[config.mk]
export PLATFORM = sky130hd
export DESIGN_NAME = yuyv_to_rgb565_pair
export DESIGN_NICKNAME = d
export VERILOG_FILES = /design/src/y2r_pkg.sv /design/src/y2r_prep.sv /design/src/y2r_mult.sv /design/src/y2r_sum.sv /design/src/y2r_pack.sv /design/src/yuyv_to_rgb565_pair.sv
export SDC_FILE = /design/constraint.sdc
export NUM_CORES = 1
export LEC_CHECK = 0
export ABC_AREA = 1
export BUFFER_PORTS_ARGS = -buffer_cell sky130_fd_sc_hd__buf_2
export CAP_MARGIN = 0
export CORE_MARGIN = 4
export CORE_UTILIZATION = 30
export CTS_CLUSTER_SIZE = 28
export DETAILED_ROUTE_END_ITERATION = 16
export GPL_ROUTABILITY_DRIVEN = 0
export SYNTH_ARGS = -nofsm -noshare
export SYNTH_HDL_FRONTEND = slang
export SYNTH_SLANG_ARGS = --single-unit
[constraint.sdc]
create_clock -name clk -period 16.84 [get_ports clk]
set_input_delay 3.368 -clock clk [delete_from_list [all_inputs] [get_ports clk]]
set_output_delay 3.368 -clock clk [all_outputs]
set_load 0.1 [all_outputs]
[src/y2r_pkg.sv]
// ----------------------------------------------------------------------------
// y2r_pkg
// Types, coefficients and helper functions shared by the YUYV to RGB565
// conversion pipeline.
// ----------------------------------------------------------------------------
package y2r_pkg;

  localparam int SUM_W = 20;
  localparam int PROD_W = 18;

  localparam logic signed [7:0] V_OFFSET_RESET = 8'sd18;

  localparam logic signed [9:0] LUMA_BIAS = 10'sd16;
  localparam logic signed [9:0] CHROMA_BIAS = 10'sd128;

  localparam logic signed [PROD_W-1:0] K_Y = 18'sd298;
  localparam logic signed [SUM_W-1:0] K_RV = 20'sd409;
  localparam logic signed [SUM_W-1:0] K_GU = 20'sd100;
  localparam logic signed [SUM_W-1:0] K_GV = 20'sd208;
  localparam logic signed [SUM_W-1:0] K_BU = 20'sd516;
  localparam logic signed [SUM_W-1:0] ROUND = 20'sd128;

  // bias-removed samples after the offset stage
  typedef struct packed {
    logic signed [8:0] c0;
    logic signed [8:0] c1;
    logic signed [8:0] d;
    logic signed [9:0] e;
  } prep_t;

  // luma products and per-channel chroma terms, rounding folded in
  typedef struct packed {
    logic signed [PROD_W-1:0] c0;
    logic signed [PROD_W-1:0] c1;
    logic signed [SUM_W-1:0] rt;
    logic signed [SUM_W-1:0] gt;
    logic signed [SUM_W-1:0] bt;
  } mult_t;

  // channel sums before the shift and clip
  typedef struct packed {
    logic signed [SUM_W-1:0] r0;
    logic signed [SUM_W-1:0] g0;
    logic signed [SUM_W-1:0] b0;
    logic signed [SUM_W-1:0] r1;
    logic signed [SUM_W-1:0] g1;
    logic signed [SUM_W-1:0] b1;
  } sum_t;

  // shift by 8 and saturate to 0..255
  function automatic logic [7:0] clip_channel(input logic signed [SUM_W-1:0] s);
    if (s[SUM_W-1]) begin
      return 8'h00;
    end else if (|s[SUM_W-2:16]) begin
      return 8'hFF;
    end else begin
      return s[15:8];
    end
  endfunction

  function automatic logic [15:0] pack_pixel(input logic [7:0] r, input logic [7:0] g,
                                             input logic [7:0] b);
    return {r[7:3], g[7:2], b[7:3]};
  endfunction

endpackage

[src/y2r_prep.sv]
// ----------------------------------------------------------------------------
// y2r_prep
// First stage: removes luma and chroma bias and applies the V offset.
// ----------------------------------------------------------------------------
module y2r_prep (
  input  logic                    clk,
  input  logic                    rst,
  input  logic                    in_valid,
  output logic                    in_ready,
  input  logic [7:0]              luma_first,
  input  logic [7:0]              chroma_u,
  input  logic [7:0]              luma_second,
  input  logic [7:0]              chroma_v,
  input  logic signed [7:0]       v_offset,
  output logic                    out_valid,
  input  logic                    out_ready,
  output y2r_pkg::prep_t          out_data
);
  import y2r_pkg::*;

  prep_t data_next;

  assign in_ready = !out_valid || out_ready;

  always_comb begin
    data_next.c0 = 9'($signed({2'b00, luma_first}) - LUMA_BIAS);
    data_next.c1 = 9'($signed({2'b00, luma_second}) - LUMA_BIAS);
    data_next.d  = 9'($signed({2'b00, chroma_u}) - CHROMA_BIAS);
    // v minus offset may leave 0..255, kept unclipped
    data_next.e  = $signed({2'b00, chroma_v}) - 10'(v_offset) - CHROMA_BIAS;
  end

  always_ff @(posedge clk) begin
    if (rst) begin
      out_valid <= 1'b0;
    end else if (in_ready) begin
      out_valid <= in_valid;
    end
  end

  always_ff @(posedge clk) begin
    if (in_ready && in_valid) begin
      out_data <= data_next;
    end
  end

endmodule

[src/y2r_mult.sv]
// ----------------------------------------------------------------------------
// y2r_mult
// Second stage: constant multiplications for luma and chroma terms.
// ----------------------------------------------------------------------------
module y2r_mult (
  input  logic                    clk,
  input  logic                    rst,
  input  logic                    in_valid,
  output logic                    in_ready,
  input  y2r_pkg::prep_t          in_data,
  output logic                    out_valid,
  input  logic                    out_ready,
  output y2r_pkg::mult_t          out_data
);
  import y2r_pkg::*;

  mult_t data_next;

  assign in_ready = !out_valid || out_ready;

  always_comb begin
    data_next.c0 = PROD_W'(in_data.c0) * K_Y;
    data_next.c1 = PROD_W'(in_data.c1) * K_Y;
    data_next.rt = SUM_W'(in_data.e) * K_RV + ROUND;
    data_next.gt = ROUND - SUM_W'(in_data.d) * K_GU - SUM_W'(in_data.e) * K_GV;
    data_next.bt = SUM_W'(in_data.d) * K_BU + ROUND;
  end

  always_ff @(posedge clk) begin
    if (rst) begin
      out_valid <= 1'b0;
    end else if (in_ready) begin
      out_valid <= in_valid;
    end
  end

  always_ff @(posedge clk) begin
    if (in_ready && in_valid) begin
      out_data <= data_next;
    end
  end

endmodule

[src/y2r_sum.sv]
// ----------------------------------------------------------------------------
// y2r_sum
// Third stage: adds the luma product to each chroma term for both pixels.
// ----------------------------------------------------------------------------
module y2r_sum (
  input  logic                    clk,
  input  logic                    rst,
  input  logic                    in_valid,
  output logic                    in_ready,
  input  y2r_pkg::mult_t          in_data,
  output logic                    out_valid,
  input  logic                    out_ready,
  output y2r_pkg::sum_t           out_data
);
  import y2r_pkg::*;

  sum_t data_next;

  assign in_ready = !out_valid || out_ready;

  always_comb begin
    data_next.r0 = SUM_W'(in_data.c0) + in_data.rt;
    data_next.g0 = SUM_W'(in_data.c0) + in_data.gt;
    data_next.b0 = SUM_W'(in_data.c0) + in_data.bt;
    data_next.r1 = SUM_W'(in_data.c1) + in_data.rt;
    data_next.g1 = SUM_W'(in_data.c1) + in_data.gt;
    data_next.b1 = SUM_W'(in_data.c1) + in_data.bt;
  end

  always_ff @(posedge clk) begin
    if (rst) begin
      out_valid <= 1'b0;
    end else if (in_ready) begin
      out_valid <= in_valid;
    end
  end

  always_ff @(posedge clk) begin
    if (in_ready && in_valid) begin
      out_data <= data_next;
    end
  end

endmodule

[src/y2r_pack.sv]
// ----------------------------------------------------------------------------
// y2r_pack
// Last stage: clips each channel and packs the two RGB565 words.
// ----------------------------------------------------------------------------
module y2r_pack (
  input  logic                    clk,
  input  logic                    rst,
  input  logic                    in_valid,
  output logic                    in_ready,
  input  y2r_pkg::sum_t           in_data,
  output logic                    out_valid,
  input  logic                    out_ready,
  output logic [15:0]             pixel_first,
  output logic [15:0]             pixel_second
);
  import y2r_pkg::*;

  logic [15:0] first_next;
  logic [15:0] second_next;

  assign in_ready = !out_valid || out_ready;

  always_comb begin
    first_next  = pack_pixel(clip_channel(in_data.r0), clip_channel(in_data.g0),
                             clip_channel(in_data.b0));
    second_next = pack_pixel(clip_channel(in_data.r1), clip_channel(in_data.g1),
                             clip_channel(in_data.b1));
  end

  always_ff @(posedge clk) begin
    if (rst) begin
      out_valid <= 1'b0;
    end else if (in_ready) begin
      out_valid <= in_valid;
    end
  end

  always_ff @(posedge clk) begin
    if (in_ready && in_valid) begin
      pixel_first  <= first_next;
      pixel_second <= second_next;
    end
  end

endmodule

[src/yuyv_to_rgb565_pair.sv]
// each word is registered in prep, mult, sum and pack; out_stall can hold it there
// throughput: one pair per cycle unless out_stall, four-stage valid/stall pipeline
// each stage fills a bubble on its own, so in_stall rises only when all are full
// reset (rst, synchronous): clears every stage valid and loads v_offset with 18
// ----------------------------------------------------------------------------
// yuyv_to_rgb565_pair
// Converts one packed YUYV pair into two RGB565 pixels with BT.601 integer math.
// ----------------------------------------------------------------------------
module yuyv_to_rgb565_pair (
  input  logic              clk,
  input  logic              rst,
  input  logic              in_valid,
  output logic              in_stall,
  input  logic [7:0]        luma_first,
  input  logic [7:0]        chroma_u,
  input  logic [7:0]        luma_second,
  input  logic [7:0]        chroma_v,
  output logic              out_valid,
  input  logic              out_stall,
  output logic [15:0]       pixel_first,
  output logic [15:0]       pixel_second,
  input  logic              cfg_valid,
  output logic              cfg_ready,
  input  logic signed [7:0] cfg_data
);
  import y2r_pkg::*;

  logic signed [7:0] v_offset;

  logic  prep_in_ready;
  logic  prep_valid;
  logic  mult_in_ready;
  logic  mult_valid;
  logic  sum_in_ready;
  logic  sum_valid;
  logic  pack_in_ready;
  prep_t prep_data;
  mult_t mult_data;
  sum_t  sum_data;

  assign cfg_ready = 1'b1;
  assign in_stall  = !prep_in_ready;

  always_ff @(posedge clk) begin
    if (rst) begin
      v_offset <= V_OFFSET_RESET;
    end else if (cfg_valid && cfg_ready) begin
      v_offset <= cfg_data;
    end
  end

  y2r_prep u_prep (
    .clk         (clk),
    .rst         (rst),
    .in_valid    (in_valid),
    .in_ready    (prep_in_ready),
    .luma_first  (luma_first),
    .chroma_u    (chroma_u),
    .luma_second (luma_second),
    .chroma_v    (chroma_v),
    .v_offset    (v_offset),
    .out_valid   (prep_valid),
    .out_ready   (mult_in_ready),
    .out_data    (prep_data)
  );

  y2r_mult u_mult (
    .clk       (clk),
    .rst       (rst),
    .in_valid  (prep_valid),
    .in_ready  (mult_in_ready),
    .in_data   (prep_data),
    .out_valid (mult_valid),
    .out_ready (sum_in_ready),
    .out_data  (mult_data)
  );

  y2r_sum u_sum (
    .clk       (clk),
    .rst       (rst),
    .in_valid  (mult_valid),
    .in_ready  (sum_in_ready),
    .in_data   (mult_data),
    .out_valid (sum_valid),
    .out_ready (pack_in_ready),
    .out_data  (sum_data)
  );

  y2r_pack u_pack (
    .clk          (clk),
    .rst          (rst),
    .in_valid     (sum_valid),
    .in_ready     (pack_in_ready),
    .in_data      (sum_data),
    .out_valid    (out_valid),
    .out_ready    (!out_stall),
    .pixel_first  (pixel_first),
    .pixel_second (pixel_second)
  );

`ifndef SYNTHESIS
  // back-pressure reaches the input only with every stage occupied
  a_stall_full: assert property (@(posedge clk) disable iff (rst)
    in_stall |-> (prep_valid && mult_valid && sum_valid && out_valid && out_stall))
    else $error("input stalled while a pipeline stage holds a bubble");

  // offset register moves only on a config word
  a_offset_hold: assert property (@(posedge clk) disable iff (rst)
    !$past(cfg_valid) |-> $stable(v_offset))
    else $error("v_offset changed without a config write");

  // pipeline comes out of reset empty
  a_reset_empty: assert property (@(posedge clk)
    (!rst && $past(rst)) |-> (!prep_valid && !mult_valid && !sum_valid && !out_valid))
    else $error("pipeline holds a word right after reset");
`endif

endmodule

==> metrics.md <==
| Metric | Value |
|---|---|
| Status | `completed` |
| Starting Density | `0.304` |
| Dpl cells | `3576` |
| CP max stage delay | `0.49 ns` |
| Post-synthesis compound-gate area fraction | `0.0841` |
| Row count | `96` |
| Via count | `16400` |
| Nets | `3119` |
| Routing usage on met3 | `0.0192` |
| Hold path startpoint | `v_offset[6]$_SDFFE_PP0P_` |
| Final number of hold-violating endpoints | `0` |
| P&R area growth vs syn | `11.9%` |
| TNS Setup | `0 ns` |
| DP HPWL | `40.6 mm` |
| Maxcap violations | `0` |
| Relative slew slack | `0.381` |
| Synth Area in Simple Gates | `0.211` |
| CP max FO | `3` |
| Largest net degree at the start of global routing | `57` |
| Post-synthesis mux area share | `0` |
| Routed length per instance | `13.4 um` |
| Period utilization | `0.482` |
| Die X | `272 um` |
| Reg-to-reg startpoint | `u_prep.out_data[17]$_DFFE_PP_` |
| Sequential share of the synthesized area | `0.316` |
| Post-synth top area cell | `edfxtp_1` |
| Critical Path Source | `out_stall` |
| Ant diodes | `0` |
| Met1 Resource Use GR | `0.176` |
| TritonCTS buffer count | `27` |
| Required time worst endpoint | `13.47 ns` |
| CP max-delay cell | `buf_2` |
| WL final | `48.6 mm` |
| Count leader, synth | `nand2_1` |
| Drt first pass iters | `5` |
| Crit path capture | `in_stall` |
| TritonCTS clock tree | `built` |
| Post-Synth XOR/XNOR Area | `0.0517` |
| First-pass GRT wire length | `78.3 mm` |
| Largest family of logic cells by synthesized area | `adder cells` |
| Worst Hold Class | `register to register` |
| I/O pin count | `80` |
| RSZ-0062 raised after global routing | `false` |
| FMAX | `123 MHz` |
| Crit path DAT | `4.76 ns` |
| Die area | `74100 um2` |
| Share of cells above drive strength 1 | `0.0557` |
| Count of flip-flops with a built-in enable after synthesis | `212` |
| CP startpoint kind | `primary input` |
| Post-DRT Antenna Nets | `0` |
| Worst r2r path cells | `18` |
| Final setup fails | `0` |
| Critical Path Sink Type | `primary output` |
| Buffers on Ports | `78` |
| Adder-cell share of the synthesized area | `0.259` |
| Placed cell areas | `22500 um2` |
| Initial antenna violation count | `0` |
| Max H-tree Level | `1` |
| Number of global-route vias before repair | `15300` |
| CTS Sinks | `224` |
| Worst setup path class | `primary input to primary output` |
| CP dominant cell by count | `nor2_1` |
| Starting DRT DRC Count | `939` |
| Setup bufs post-CTS | `0` |
| Congestion Overflow GR | `0` |
| Max Root-Sink Buffers | `3` |
| Worst Skew | `0.0157 ns` |
| Synth Flop Type | `edfxtp_1` |
| Cells after synthesis | `2565` |
| Warnings, synthesis | `0` |
| Vias/cell | `4.52` |
| Design Area, Final | `23400 um2` |
| DRC Markers | `0` |
| Post-Syn Area | `20900 um2` |
| Syn_nets | `3010` |
| Crit-path cells | `buf_2 -> nand2_1 -> nor2_1 -> inv_1 -> nor2_1 -> inv_1 -> nor2_1 -> buf_2` |
| Top-area cell type share of the netlist area | `0.304` |
| Commonest cells in the netlist | `nand2_1 (640), inv_1 (425), ha_1 (343)` |
| Core area | `68900 um2` |
| Worst slew pin tran | `0.929 ns` |
| GR Util All Layers | `0.129` |
| Fin. max-slew vios | `0` |
| Most crowded layer after global routing | `met2` |
| Fin cells | `3625` |
| Synth unique cells | `39` |
| Root buf cell | `clkbuf_16` |
| Clk slew on worst S/H paths | `0.06 ns` |
| Chip height | `272 um` |
| Reg-to-reg setup timing slack | `11.45 ns` |
| R2r endpoint | `u_mult.out_data[38]$_DFFE_PP_` |
| Worst skew pair latency | `0.55 ns` |
| Async set-reset flop share out of synthesis | `0` |
| Synth area leaders | `edfxtp_1 (30%), ha_1 (20%), nand2_1 (11%)` |
| Post-CTS Resized | `0` |
| Min Tclk post-route | `8.12 ns` |
| GR Util met2 | `0.215` |
| Avg Inst Size Synth | `8.16 um2` |
| Yosys reg bits | `224` |
| Hold Buf Count CTS | `0` |
==> critical path: cells and delay by family <==
family,cells,cell delay (ns)
buf+inv,4,0.76
simple gates,4,0.62
==> worst min-delay path by stage <==
stage                                     to  slack [ns]  cells after the start
finish              v_offset[6]$_SDFFE_PP0P_        0.46                      2
global route        v_offset[5]$_SDFFE_PP0P_        0.48                      2
CTS                 v_offset[6]$_SDFFE_PP0P_        0.46                      2
detailed placement  v_offset[6]$_SDFFE_PP0P_        0.45                      2
global placement    v_offset[5]$_SDFFE_PP0P_        0.45                      2
floorplan           v_offset[2]$_SDFFE_PP0P_        0.44                      2
==> routing by layer <==
metal / routed length [um] / part of all wire / up-vias
li1: - / - / 8696
met1: 23200 / 0.48 / 7339
met2: 22000 / 0.45 / 291
met3: 2210 / 0.045 / 50
met4: 1230 / 0.025 / 0
met5: 0 / 0 / -
==> flip-flops by register name, summed over array words and instances, names as in the netlist <==
signal,count
u_mult.out_data,88
u_sum.out_data,56
u_prep.out_data,36
u_pack.pixel_first,16
u_pack.pixel_second,16
v_offset,8
u_mult.out_valid,1
u_pack.out_valid,1
u_prep.out_valid,1
u_sum.out_valid,1
==> final cells by class <==
type | instances | area [um2]
Fill cell | 7331 | 45500
Multi-Input combinational cell | 1909 | 12700
Sequential cell | 224 | 6610
Inverter | 429 | 1610
Tap cell | 931 | 1160
Clock buffer | 27 | 676
Timing Repair Buffer | 83 | 428
Clock inverter | 22 | 220
==> kinds of logic (layout without fill, tap and decap cells) <==
kind of cell               count (synthesis)  in the layout
adders and majority gates                400            400
DFF                                      224            224
buffers and inverters                    432            561
and+or+nand+nor                         1073           1073
AOI/OAI and AO/OA                        313            313
other                                      1              1
xor gates and xnor gates                 122            122
==> cells in the final DEF, fill, tap and decap left out, types with 31 or more instances in the layout <==
| master | count |
|---|---|
| a21oi_1 | 143 |
| buf_2 | 78 |
| edfxtp_1 | 212 |
| fa_1 | 57 |
| ha_1 | 343 |
| inv_1 | 424 |
| nand2_1 | 640 |
| nand3_1 | 151 |
| nor2_1 | 194 |
| nor3_1 | 31 |
| o21ai_0 | 87 |
| xnor2_1 | 44 |
| xor2_1 | 76 |
==> stage by stage <==
step,hold slack [ns],util,setup slack [ns]
6_report,0.456,0.340,8.72
5_1_grt,0.477,0.340,8.58
4_1_cts,0.461,0.340,8.74
3_5_place_dp,0.452,0.327,8.74
3_3_place_gp,0.446,0.327,8.69
2_1_floorplan,0.437,-,8.38
Power is left out: the tool's default activity adds up to more than one toggle a clock period on the data nets, which glitch-free logic cannot reach.
